File: config.mk
export PLATFORM = sky130hd
export DESIGN_NAME = duplicate_packet_filter_unit
export DESIGN_NICKNAME = d
export VERILOG_FILES = /design/src/dpf_pkg.sv /design/src/dpf_datapath.sv /design/src/dpf_ctrl.sv /design/src/duplicate_packet_filter_unit.sv
export VERILOG_INCLUDE_DIRS = /design/src /design/src/src
export SDC_FILE = /design/constraint.sdc
export NUM_CORES = 1
export LEC_CHECK = 0
export ABC_CLOCK_PERIOD_IN_PS = 4030
export BUFFER_PORTS_ARGS = -buffer_cell sky130_fd_sc_hd__buf_2
export CORE_AREA = 5 5 220 222
export CTS_BUF_LIST = sky130_fd_sc_hd__clkbuf_4 sky130_fd_sc_hd__clkbuf_8
export DETAILED_ROUTE_END_ITERATION = 12
export DIE_AREA = 0 0 225 227
export PLACE_DENSITY_LB_ADDON = 0.1
export SLEW_MARGIN = 15
export SYNTH_ARGS = -nofsm -noshare
export SYNTH_HDL_FRONTEND = slang
export SYNTH_SLANG_ARGS = --single-unit
File: constraint.sdc
create_clock -name clk -period 4.03 [get_ports clk]
set_input_delay 0.806 -clock clk [delete_from_list [all_inputs] [get_ports clk]]
set_output_delay 0.806 -clock clk [all_outputs]
set_load 0.1 [all_outputs]
File: src/assert_macros.svh
// ----------------------------------------------------------------------------
// assert_macros
// Concurrent assertion helpers clocked on clk and disabled during arst_n.
// ----------------------------------------------------------------------------
`ifndef ASSERT_MACROS_SVH
`define ASSERT_MACROS_SVH

// implication checked at every rising edge of clk outside reset
`define ASSERT_CLK(label, prop, msg) \
	label: assert property (@(posedge clk) disable iff (!arst_n) (prop)) else $error(msg);

// signal that must never be high outside reset
`define ASSERT_NEVER(label, expr, msg) \
	label: assert property (@(posedge clk) disable iff (!arst_n) !(expr)) else $error(msg);

`endif

File: src/dpf_pkg.sv
// ----------------------------------------------------------------------------
// dpf_pkg
// Shared constants, state encoding and controller/datapath interface types.
// ----------------------------------------------------------------------------
package dpf_pkg;

	localparam int TABLE_ENTRIES = 10;
	localparam int IDX_W         = (TABLE_ENTRIES > 1) ? $clog2(TABLE_ENTRIES) : 1;
	localparam int ADDR_W        = 16;
	localparam int STAMP_W       = 32;
	localparam int LEN_W         = 16;

	localparam logic [IDX_W-1:0]  LAST_IDX         = IDX_W'(TABLE_ENTRIES - 1);
	localparam logic [ADDR_W-1:0] VACANT_ADDR      = '0;
	localparam logic [LEN_W-1:0]  STAMP_MIN_LENGTH = LEN_W'(4);

	typedef enum logic [1:0] {
		ST_IDLE,
		ST_SCAN,
		ST_FINISH
	} state_t;

	typedef struct packed {
		logic start;
		logic scan;
		logic out_load;
	} dp_cmd_t;

	typedef struct packed {
		logic short_pkt;
		logic scan_end;
	} dp_stat_t;

endpackage

File: src/dpf_datapath.sv
// ----------------------------------------------------------------------------
// dpf_datapath
// Sender table, one-entry-per-cycle scan, result and output registers.
// ----------------------------------------------------------------------------
module dpf_datapath import dpf_pkg::*; (
	input  logic               clk,
	input  logic               arst_n,
	input  dp_cmd_t            cmd,
	output dp_stat_t           stat,
	input  logic [ADDR_W-1:0]  sender_address,
	input  logic [STAMP_W-1:0] stamp,
	input  logic [LEN_W-1:0]   payload_length,
	output logic               is_duplicate,
	output logic               recorded
);

	logic [ADDR_W-1:0]  entry_address_q [TABLE_ENTRIES];
	logic [STAMP_W-1:0] entry_stamp_q   [TABLE_ENTRIES];

	logic [ADDR_W-1:0]  addr_q;
	logic [STAMP_W-1:0] stamp_q;
	logic               short_q;
	logic [IDX_W-1:0]   idx_q;
	logic               empty_found_q;
	logic [IDX_W-1:0]   empty_idx_q;
	logic               res_dup_q;
	logic               res_rec_q;

	logic [ADDR_W-1:0]  cur_addr;
	logic [STAMP_W-1:0] cur_stamp;
	logic               hit;
	logic               cur_empty;
	logic               last;
	logic               upd_stamp_en;
	logic               new_entry_en;
	logic [IDX_W-1:0]   wr_idx;

	always_comb begin
		cur_addr     = entry_address_q[idx_q];
		cur_stamp    = entry_stamp_q[idx_q];
		hit          = (cur_addr == addr_q);
		cur_empty    = (cur_addr == VACANT_ADDR);
		last         = (idx_q == LAST_IDX);
		upd_stamp_en = cmd.scan && hit && (cur_stamp != stamp_q);
		new_entry_en = cmd.scan && !hit && last && (empty_found_q || cur_empty);
		wr_idx       = empty_found_q ? empty_idx_q : idx_q;
		stat.short_pkt = short_q;
		stat.scan_end  = hit || last;
	end

	// sender table
	always_ff @(posedge clk or negedge arst_n) begin
		if (!arst_n) begin
			for (int k = 0; k < TABLE_ENTRIES; k++) begin
				entry_address_q[k] <= VACANT_ADDR;
				entry_stamp_q[k]   <= '0;
			end
		end else if (upd_stamp_en) begin
			entry_stamp_q[idx_q] <= stamp_q;
		end else if (new_entry_en) begin
			entry_address_q[wr_idx] <= addr_q;
			entry_stamp_q[wr_idx]   <= stamp_q;
		end
	end

	// scan control
	always_ff @(posedge clk or negedge arst_n) begin
		if (!arst_n) begin
			idx_q         <= '0;
			empty_found_q <= 1'b0;
			res_dup_q     <= 1'b0;
			res_rec_q     <= 1'b0;
		end else if (cmd.start) begin
			idx_q         <= '0;
			empty_found_q <= 1'b0;
			res_dup_q     <= 1'b0;
			res_rec_q     <= 1'b0;
		end else if (cmd.scan) begin
			if (hit) begin
				res_dup_q <= (cur_stamp == stamp_q);
				res_rec_q <= (cur_stamp != stamp_q);
			end else begin
				if (cur_empty && !empty_found_q) begin
					empty_found_q <= 1'b1;
				end
				if (new_entry_en) begin
					res_rec_q <= 1'b1;
				end
				if (!last) begin
					idx_q <= idx_q + 1'b1;
				end
			end
		end
	end

	// captured word and first empty slot
	always_ff @(posedge clk) begin
		if (cmd.start) begin
			addr_q      <= sender_address;
			stamp_q     <= stamp;
			short_q     <= (payload_length < STAMP_MIN_LENGTH);
			empty_idx_q <= '0;
		end else if (cmd.scan && !hit && cur_empty && !empty_found_q) begin
			empty_idx_q <= idx_q;
		end
	end

	// output word
	always_ff @(posedge clk) begin
		if (cmd.out_load) begin
			is_duplicate <= res_dup_q;
			recorded     <= res_rec_q;
		end
	end

endmodule

File: src/dpf_ctrl.sv
// ----------------------------------------------------------------------------
// dpf_ctrl
// Controller: input handshake, table scan sequencing and output handshake.
// ----------------------------------------------------------------------------
module dpf_ctrl import dpf_pkg::*; (
	input  logic     clk,
	input  logic     arst_n,
	input  logic     in_valid,
	output logic     in_stall,
	output logic     out_valid,
	input  logic     out_stall,
	input  dp_stat_t stat,
	output dp_cmd_t  cmd
);

	state_t state_q;
	state_t state_d;
	logic   out_valid_q;

	always_ff @(posedge clk or negedge arst_n) begin
		if (!arst_n) begin
			state_q <= ST_IDLE;
		end else begin
			state_q <= state_d;
		end
	end

	always_comb begin
		state_d  = state_q;
		cmd      = '0;
		in_stall = 1'b1;
		unique case (state_q)
			ST_IDLE: begin
				in_stall = 1'b0;
				if (in_valid) begin
					cmd.start = 1'b1;
					state_d   = ST_SCAN;
				end
			end
			ST_SCAN: begin
				if (stat.short_pkt) begin
					state_d = ST_FINISH;
				end else begin
					cmd.scan = 1'b1;
					if (stat.scan_end) begin
						state_d = ST_FINISH;
					end
				end
			end
			ST_FINISH: begin
				if (!out_valid_q || !out_stall) begin
					cmd.out_load = 1'b1;
					state_d      = ST_IDLE;
				end
			end
			default: begin
				state_d = ST_IDLE;
			end
		endcase
	end

	always_ff @(posedge clk or negedge arst_n) begin
		if (!arst_n) begin
			out_valid_q <= 1'b0;
		end else if (cmd.out_load) begin
			out_valid_q <= 1'b1;
		end else if (!out_stall) begin
			out_valid_q <= 1'b0;
		end
	end

	assign out_valid = out_valid_q;

endmodule

File: src/duplicate_packet_filter_unit.sv
// ----------------------------------------------------------------------------
// duplicate_packet_filter_unit
// Per-sender sequence stamp table that flags repeated forwarded packets.
// ----------------------------------------------------------------------------
// An input word whose payload is shorter than 4 bytes skips the table scan
// and leaves the table unchanged. Otherwise the scan reads one table entry per
// cycle, visiting at most TABLE_ENTRIES entries, finds the first address
// match and the first empty entry in the same pass, and writes at most one
// entry. The result sits in an output register; a new word is taken once the
// previous result has been loaded there. The table clears asynchronously at
// reset.
`include "assert_macros.svh"

module duplicate_packet_filter_unit import dpf_pkg::*; (
	input  logic               clk,
	input  logic               arst_n,
	input  logic               in_valid,
	output logic               in_stall,
	input  logic [ADDR_W-1:0]  sender_address,
	input  logic [STAMP_W-1:0] stamp,
	input  logic [LEN_W-1:0]   payload_length,
	output logic               out_valid,
	input  logic               out_stall,
	output logic               is_duplicate,
	output logic               recorded
);

	dp_cmd_t  cmd;
	dp_stat_t stat;

	dpf_ctrl u_ctrl (
		.clk       (clk),
		.arst_n    (arst_n),
		.in_valid  (in_valid),
		.in_stall  (in_stall),
		.out_valid (out_valid),
		.out_stall (out_stall),
		.stat      (stat),
		.cmd       (cmd)
	);

	dpf_datapath u_datapath (
		.clk            (clk),
		.arst_n         (arst_n),
		.cmd            (cmd),
		.stat           (stat),
		.sender_address (sender_address),
		.stamp          (stamp),
		.payload_length (payload_length),
		.is_duplicate   (is_duplicate),
		.recorded       (recorded)
	);

	`ASSERT_CLK(a_busy_after_accept, (in_valid && !in_stall) |=> in_stall, "word accepted while busy")
	`ASSERT_CLK(a_no_result_overwrite, cmd.out_load |-> (!out_valid || !out_stall), "result lost")
	`ASSERT_NEVER(a_dup_not_recorded, out_valid && is_duplicate && recorded, "duplicate also recorded")

endmodule
==> out/summary.log, run 1 <==
INFO  clock_tree     clk_pin_slew_worst_paths=0.06ns
INFO  floorplan      io-pin-count=72
INFO  place          place.gp.congestion=0.851
INFO  setup_path     required=4.59ns
INFO  synth          mappedNetlistArea=26,800um^2
INFO  sta            tightestPinTransition=1.08ns
INFO  sta            setup_viol_count_final=330
INFO  route          route.antenna.remaining_nets=0
INFO  power          pwr_density_cell=434nW/um^2
INFO  power          power.static_leakage=16.0nW
INFO  setup_path     worst_r2r_startpoint=u_datapath.idx_q[0]
INFO  floorplan      floorplan.die_area=51,100um^2
INFO  global_route   globalRouteTotalUtil=27.0%
INFO  run_status     failed_checks=negative setup slack
INFO  setup_path     crit_path_start=u_datapath.idx_q[0]
INFO  final_layout   area_growth_syn_to_layout=24.2%
INFO  global_route   met3_usage=4.94%
INFO  synth          ys_top_cells_by_count=sky130_fd_sc_hd__dfrtp_1 (490), sky130_fd_sc_hd__mux2_4 (240), sky130_fd_sc_hd__mux2_2 (236)
INFO  route          wire_per_inst=26.6um
INFO  setup_path     reg2regPathDepth=19
INFO  synth          synth-async-reset-ratio=89.9%
INFO  route          dr_total_vias=16.3k
INFO  final_layout   nNetsFinal=2,106
INFO  setup_path     critical_path.reg2reg.endpoint=u_datapath.entry_stamp_q[205]
INFO  synth          synth_enable_flop_cells=51
INFO  clock_tree     cts.htree.levels=3
INFO  synth          yosysTopAreaCell=sky130_fd_sc_hd__dfrtp_1
INFO  setup_path     critical_path.startpoint_type=flip-flop
INFO  clock_tree     cts.sinks=545
INFO  global_route   grtUsageMet1=35.8%
INFO  setup_path     setup.worst_path.end_class=flip-flop
INFO  floorplan      placeableCoreArea=46,200um^2
INFO  synth          mappedNetlistNets=1,831
INFO  global_route   grt.met2_usage=44.3%
INFO  global_route   grt_first_pass_wirelength=105mm
INFO  worst_hold_path worst_hold_path_type=input pin to asynchronous set/reset pin
INFO  sta            hold_viol_final=0
INFO  route          remaining_drc_errors=0
INFO  setup_path     crit_path_max_fo=8
INFO  clock_tree     tritoncts.num_buffers=92
INFO  clock_tree     clk_root_buffer_cell=sky130_fd_sc_hd__clkbuf_8
INFO  place          detailedPlace.worstSlack=-0.272ns
INFO  synth          ys_top_cells_by_area=sky130_fd_sc_hd__dfrtp_1 (46%), sky130_fd_sc_hd__mux2_4 (13%), sky130_fd_sc_hd__mux2_2 (9.9%)
INFO  sta            clock-skew-final=0.0234ns
INFO  place          placement.io_buffers=69
INFO  power          post-layout-total-power=14.4mW
INFO  floorplan      chipWidth=225um
INFO  route          detail_route.first_pass.iterations=5
INFO  sta            period_needed=4.20ns
INFO  sta            finalWorstSetupSlack=-0.167ns
INFO  sta            timing.max_slew.rel_slack=27.6%
INFO  floorplan      chipHeight=227um
INFO  synth          synth.avg_cell_area=15.3um^2
INFO  final_layout   n_fill_cell=2,935
INFO  sta            finalSetupTns=-28.25ns
INFO  final_layout   fin_cells=2,717
INFO  synth          sequential_share_of_the_synthesized_area=51.7%
INFO  sta            rsz_0062_raised_after_global_routing=yes
INFO  synth          primary_flip_flop_cell_chosen_by_synthesis_mapping=sky130_fd_sc_hd__dfrtp_1
INFO  floorplan      fp-row-count=79
INFO  synth          synthDominantCellAreaShare=45.7%
INFO  floorplan      floorplan.initialDensity=58.1%
INFO  synth          synth.lib_cells_used.distinct=63
INFO  run_status     outcome=finished, violations left
INFO  route          drt-initial-drc-count=1,083
INFO  place          estimated_wirelength_of_the_detail_placed_design=41.9mm
INFO  synth          synthMostInstantiatedCell=sky130_fd_sc_hd__dfrtp_1
INFO  power          vdd.ir_drop.worst=0.000487V
INFO  route          avgViaCountPerCell=6.01
INFO  clock_tree     worstSkewPairLatency=0.69ns
INFO  clock_tree     cts.hold.buffers_added=0
INFO  setup_path     worst_ep_arrival=4.76ns
INFO  sta            finalCritPeriodShare=104%
INFO  final_layout   share_of_cells_above_drive_strength_1=54.8%
INFO  global_route   globalRouteOverflowTotal=0
INFO  clock_tree     clk_path_buf_depth=3
INFO  route          finalWirelength=72.4mm
INFO  setup_path     critical_path_class=flip-flop to flip-flop
INFO  clock_tree     cts_tree=done
INFO  global_route   grt_pass1_vias=17.6k
INFO  global_route   grt_max_degree=91
INFO  flow_run       number_of_max_capacitance_violations_reported=0
INFO  sta            finalMaxSlewViolations=0
INFO  place          placedCellCount=2,456
INFO  setup_path     reg2reg_setup_slack=-0.17ns
INFO  synth          yosys_synthesis_warning_count=0
INFO  global_route   busiest_layer=met2
INFO  global_route   grt_antenna_before_repair=0
INFO  sta            fmax=238MHz
INFO  synth          ys_seq_elements=545
INFO  final_layout   antenna_cells=0
INFO  synth          post_synth_inst_count=1,759
[per-layer routing]
layer  share of wire [%]  vias up
met5                   0        -
met4                 3.9        0
met3                 4.6      180
met2                  49      473
met1                  43     8648
li1                    -     7025
[what timing repair did]
item,4_1_cts,5_1_grt
pin swaps,28,25
setup buffers,43,30
resized for setup,111,158
endpoints found under the hold margin,0,0
cloned,10,20
endpoints found under the setup margin,480,480
[registers in the layout (all words and copies together), names as in the netlist]
signal,flops
u_datapath.res_rec_q,1
u_ctrl.out_valid,1
u_datapath.empty_idx_q,4
u_datapath.entry_stamp_q,320
u_datapath.idx_q,4
u_datapath.recorded,1
u_datapath.res_dup_q,1
u_datapath.empty_found_q,1
u_datapath.stamp_q,32
u_datapath.is_duplicate,1
u_datapath.entry_address_q,160
u_ctrl.state_q,2
u_datapath.short_q,1
u_datapath.addr_q,16
[cell type report]
type                       count  area [um^2]  share of cell area, %
multi-input combinational   1044        12800                   38.5
tap                          607          759                   2.28
inverter                      13         48.8                  0.146
timing repair buffer         338         3890                   11.7
clock buffer                 152         1810                   5.43
sequential                   545        13900                   41.6
clock inverter                18         96.3                  0.289
[worst max-delay path, stage by stage, from the launching register on]
cell                        delay [ns]
sky130_fd_sc_hd__dfrtp_4          0.50
sky130_fd_sc_hd__buf_6            0.14
sky130_fd_sc_hd__buf_4            0.14
sky130_fd_sc_hd__buf_6            0.14
sky130_fd_sc_hd__or3_4            0.36
sky130_fd_sc_hd__buf_12           0.16
sky130_fd_sc_hd__buf_4            0.13
sky130_fd_sc_hd__o22ai_1          0.18
sky130_fd_sc_hd__a211oi_2         0.09
sky130_fd_sc_hd__xor2_1           0.21
sky130_fd_sc_hd__nand4_1          0.21
sky130_fd_sc_hd__nor4_4           0.38
sky130_fd_sc_hd__buf_4            0.20
sky130_fd_sc_hd__and2_4           0.19
sky130_fd_sc_hd__buf_12           0.13
sky130_fd_sc_hd__buf_6            0.09
sky130_fd_sc_hd__a41oi_4          0.12
sky130_fd_sc_hd__buf_6            0.19
sky130_fd_sc_hd__clkbuf_16        0.19
sky130_fd_sc_hd__mux2_4           0.30
[power breakdown]
group	internal (mW)	switching, mW	leakage (nW)
registers	5.76	0.349	7.35
clock network	2.83	2.27	1.02
logic	1.42	1.82	7.63
total	10.0	4.44	16.0
[cells in the final DEF (no fill, tap or decap), drive strengths merged, types with 5 or more instances in the layout]
cell	count
o22ai	23
nand3b	5
a211oi	13
or3b	8
a41oi	8
nor2	36
edfxtp	51
clkinv	13
nand4	14
xnor2	39
mux2	501
mux4	69
xor2	55
dfrtp	490
a221oi	7
a31oi	7
nand2	14
nor4b	7
nor3	15
nand3	9
o21ai	9
nand2b	9
a21oi	18
buf	318
inv	14
clkbuf	171
mux2i	104
nor4	20
[logic make-up (layout without fill, tap and decap cells)]
family | after synthesis | count (layout) | share of synthesized area, %
AO/OA/AOI/OAI | 110 | 110 | 3.46
XOR/XNOR | 94 | 94 | 3.07
adder cells (fa/ha/maj) | 4 | 4 | 0.186
buffers and inverters | 170 | 521 | 3.49
flip-flops | 545 | 545 | 51.7
multiplexers | 674 | 674 | 34.0
AND/OR/NAND/NOR | 162 | 162 | 4.06
[how the worst max path moves through the flow]
stage / end / slack [ns] / cells after the start
detailed placement: u_datapath.entry_address_q[155] / -0.27 / 12
global route: u_datapath.entry_stamp_q[219] / -0.27 / 19
global placement: u_datapath.entry_address_q[150] / -0.27 / 12
CTS: u_datapath.entry_stamp_q[112] / -0.1 / 17
finish: u_datapath.entry_stamp_q[205] / -0.17 / 19
floorplan: u_datapath.entry_stamp_q[33] / 0.20 / 12
[stage by stage]
stage / cell area, um^2 / utilization [%] / hold WS, ns
2_1_floorplan: 26800 / - / 0.425
3_3_place_gp: 29100 / 63.1 / 0.470
3_5_place_dp: 29100 / 63.1 / 0.479
4_1_cts: 32200 / 69.7 / 0.127
5_1_grt: 33300 / 72.2 / 0.173
6_report: 33300 / 72.2 / 0.147
No activity file was read; power rests on OpenSTA's default activity.
==> run 2, diff against run 1 <==
Settings changed: GPL_TIMING_DRIVEN set to 0.
==> run 2 against run 1 <==
Effect of this change:
- the run still ends with negative setup slack left
- clock skew is 0.014 ns higher
- core utilization is 0.26 points lower
- worst setup slack worse by 0.053 ns
- combinational power is 13% higher
- global-route usage is 3.4 points higher
- critical path depth is 4 lower
- final cell count is 0.26% higher
- clock-buffer cell count is 6 lower
- die area stayed put
- maximum frequency is 1.3% lower
- first-iteration DRC count is 33% higher
- total power is 1.9% higher
- largest cell class unchanged
- largest power group unchanged
- highest routed layer unchanged
==> out/summary.log, run 2 (synthesis gave the netlist of run 1 again) <==
INFO  sta            finalCritPeriodShare=105%
INFO  route          wire_per_inst=29.6um
INFO  route          route.antenna.remaining_nets=0
INFO  global_route   globalRouteOverflowTotal=0
INFO  clock_tree     clk_root_buffer_cell=sky130_fd_sc_hd__clkbuf_8
INFO  floorplan      chipHeight=227um
INFO  global_route   grt_antenna_before_repair=0
INFO  setup_path     crit_path_start=u_datapath.idx_q[0]
INFO  final_layout   fin_cells=2,724
INFO  sta            period_needed=4.25ns
INFO  sta            clock-skew-final=0.0370ns
INFO  clock_tree     cts_tree=done
INFO  power          vdd.ir_drop.worst=0.000426V
INFO  route          avgViaCountPerCell=6.18
INFO  route          dr_total_vias=16.8k
INFO  global_route   grt_max_degree=107
INFO  route          remaining_drc_errors=0
INFO  route          detail_route.first_pass.iterations=5
INFO  worst_hold_path worst_hold_path_type=input pin to asynchronous set/reset pin
INFO  final_layout   registers.top_by_ff_count=u_datapath.entry_stamp_q
INFO  floorplan      io-pin-count=72
INFO  clock_tree     cts.htree.levels=3
INFO  setup_path     critical_path.startpoint_type=flip-flop
INFO  route          wl_met2=38.9mm
INFO  place          placedCellCount=2,442
INFO  sta            finalMaxSlewViolations=0
INFO  place          estimated_wirelength_of_the_detail_placed_design=48.3mm
INFO  global_route   globalRouteTotalUtil=30.3%
INFO  final_layout   final_common_cell=sky130_fd_sc_hd__dfrtp_1
INFO  clock_tree     clk_pin_slew_worst_paths=0.06ns
INFO  floorplan      fp-row-count=79
INFO  final_layout   fin_util=72.0%
INFO  sta            tightestPinTransition=1.09ns
INFO  sta            timing.hold.ws=0.0556ns
INFO  setup_path     worst_r2r_startpoint=u_datapath.idx_q[0]
INFO  final_layout   nNetsFinal=2,119
INFO  final_layout   largest_register_ffs=320
INFO  run_status     outcome=finished, violations left
INFO  setup_path     reg2reg_setup_slack=-0.22ns
INFO  setup_path     required=4.60ns
INFO  floorplan      floorplan.initialDensity=58.1%
INFO  clock_tree     clk_path_buf_depth=3
INFO  sta            rsz_0062_raised_after_global_routing=yes
INFO  power          pwr_density_cell=443nW/um^2
INFO  global_route   grt_pass1_vias=17.8k
INFO  final_layout   area_growth_syn_to_layout=23.7%
INFO  floorplan      chipWidth=225um
INFO  route          highest_layer=met4
INFO  sta            hold_viol_final=0
INFO  final_layout   share_of_cells_above_drive_strength_1=52.4%
INFO  sta            setup_viol_count_final=320
INFO  floorplan      floorplan.die_area=51,100um^2
INFO  setup_path     setup.worst_path.end_class=flip-flop
INFO  setup_path     crit_path_capture=u_datapath.entry_stamp_q[278]
INFO  setup_path     worst_ep_arrival=4.82ns
INFO  route          met3_length=4.83mm
INFO  sta            finalWorstSetupSlack=-0.220ns
INFO  route          finalWirelength=80.5mm
INFO  run_status     failed_checks=negative setup slack
INFO  route          drt-initial-drc-count=1,435
INFO  clock_tree     tritoncts.num_buffers=91
INFO  flow_run       number_of_max_capacitance_violations_reported=0
INFO  final_layout   layout_common_cells=sky130_fd_sc_hd__dfrtp_1 (488), sky130_fd_sc_hd__mux2_4 (291), sky130_fd_sc_hd__mux2_2 (209)
INFO  sta            timing.max_slew.rel_slack=27.2%
INFO  clock_tree     worstSkewPairLatency=0.71ns
INFO  sta            fmax=235MHz
INFO  final_layout   antenna_cells=0
INFO  global_route   grt_first_pass_wirelength=115mm
INFO  route          drt-met1-wl=32.7mm
INFO  final_layout   n_fill_cell=2,907
INFO  setup_path     crit_path_max_fo=8
INFO  place          detailedPlace.worstSlack=-2.06ns
INFO  setup_path     critical_path_class=flip-flop to flip-flop
INFO  setup_path     critical_path.reg2reg.endpoint=u_datapath.entry_stamp_q[278]
INFO  clock_tree     cts.sinks=545
INFO  place          placement.io_buffers=69
INFO  place          place.gp.congestion=0.861
INFO  setup_path     reg2regPathDepth=15
INFO  sta            finalSetupTns=-40.78ns
INFO  floorplan      placeableCoreArea=46,200um^2
INFO  power          power.static_leakage=15.9nW
INFO  clock_tree     cts.hold.buffers_added=0
INFO  final_layout   top_regs=u_datapath.entry_stamp_q x320, u_datapath.entry_address_q x160, u_datapath.stamp_q x32
==> run 2: cell count changes in the layout (fill, tap and decap cells not counted), sizes merged <==
cell | before | now
inv | 14 | 13
clkinv | 13 | 15
clkinvlp | 4 | 2
buf | 318 | 268
clkbuf | 171 | 230
bufbuf | 1 | 0
==> run 2: worst max-delay path, stage by stage, from the launching register on <==
cell	delay [ns]
sky130_fd_sc_hd__dfrtp_1	0.38
sky130_fd_sc_hd__buf_6	0.17
sky130_fd_sc_hd__buf_12	0.17
sky130_fd_sc_hd__buf_16	0.15
sky130_fd_sc_hd__mux4_2	0.53
sky130_fd_sc_hd__mux2i_4	0.23
sky130_fd_sc_hd__xor2_4	0.27
sky130_fd_sc_hd__nand3_2	0.14
sky130_fd_sc_hd__o32a_1	0.34
sky130_fd_sc_hd__nor4_4	0.24
sky130_fd_sc_hd__o2111ai_4	0.27
sky130_fd_sc_hd__buf_6	0.23
sky130_fd_sc_hd__a41oi_4	0.26
sky130_fd_sc_hd__buf_12	0.21
sky130_fd_sc_hd__clkbuf_16	0.20
sky130_fd_sc_hd__mux2_4	0.31
==> run 2: per-layer routing <==
metal	up-vias	track usage [%]
met5	-	0
met4	0	12.8
met3	218	5.82
met2	650	49.8
met1	8902	40.2
li1	7066	-
==> run 2: how the worst min path moves through the flow <==
stage | start | endpoint | slack, ns | cells after the start
after global placement | u_datapath.res_rec_q | u_datapath.recorded | 0.45 | 0
final | arst_n | u_datapath.entry_stamp_q[284] | 0.06 | 1
after detailed placement | u_datapath.res_rec_q | u_datapath.recorded | 0.44 | 0
after global routing | arst_n | u_datapath.entry_stamp_q[284] | 0.07 | 1
after CTS | arst_n | u_datapath.entry_stamp_q[287] | 0.05 | 1
after floorplan | u_datapath.res_dup_q | u_datapath.is_duplicate | 0.42 | 0
==> run 2: report_power, final <==
| group | switching, mW | total, mW | internal (mW) |
|---|---|---|---|
| logic | 2.35 | 3.66 | 1.31 |
| clock network | 2.29 | 5.15 | 2.86 |
| registers | 0.171 | 5.92 | 5.75 |
==> run 2: final cells by class <==
class                   instances  area, um^2  share of cell area, %
well taps                     607         759                   2.29
flip-flops and latches        545       13900                   41.8
plain buffers                 149        1610                   4.85
clock inverters                17        85.1                  0.256
clock buffers                 146        1830                   5.50
inverters                      13        51.3                  0.154
repair buffers                203        2260                   6.81
multi-input cells            1044       12700                   38.4
==> run 2: through the flow <==
step	power, mW	area (um^2)
finish	14.7	33200
global placement	8.99	27900
detailed placement	9.05	28100
global route	15.2	33200
floorplan	7.78	26800
CTS	14.5	32300
==> run 2: what timing repair did <==
| action | in CTS | in global routing |
|---|---|---|
| pin swaps | 30 | 22 |
| cloned | 12 | 17 |
| setup buffers | 80 | 22 |
| resized for setup | 286 | 99 |
| endpoints found under the setup margin | 493 | 440 |
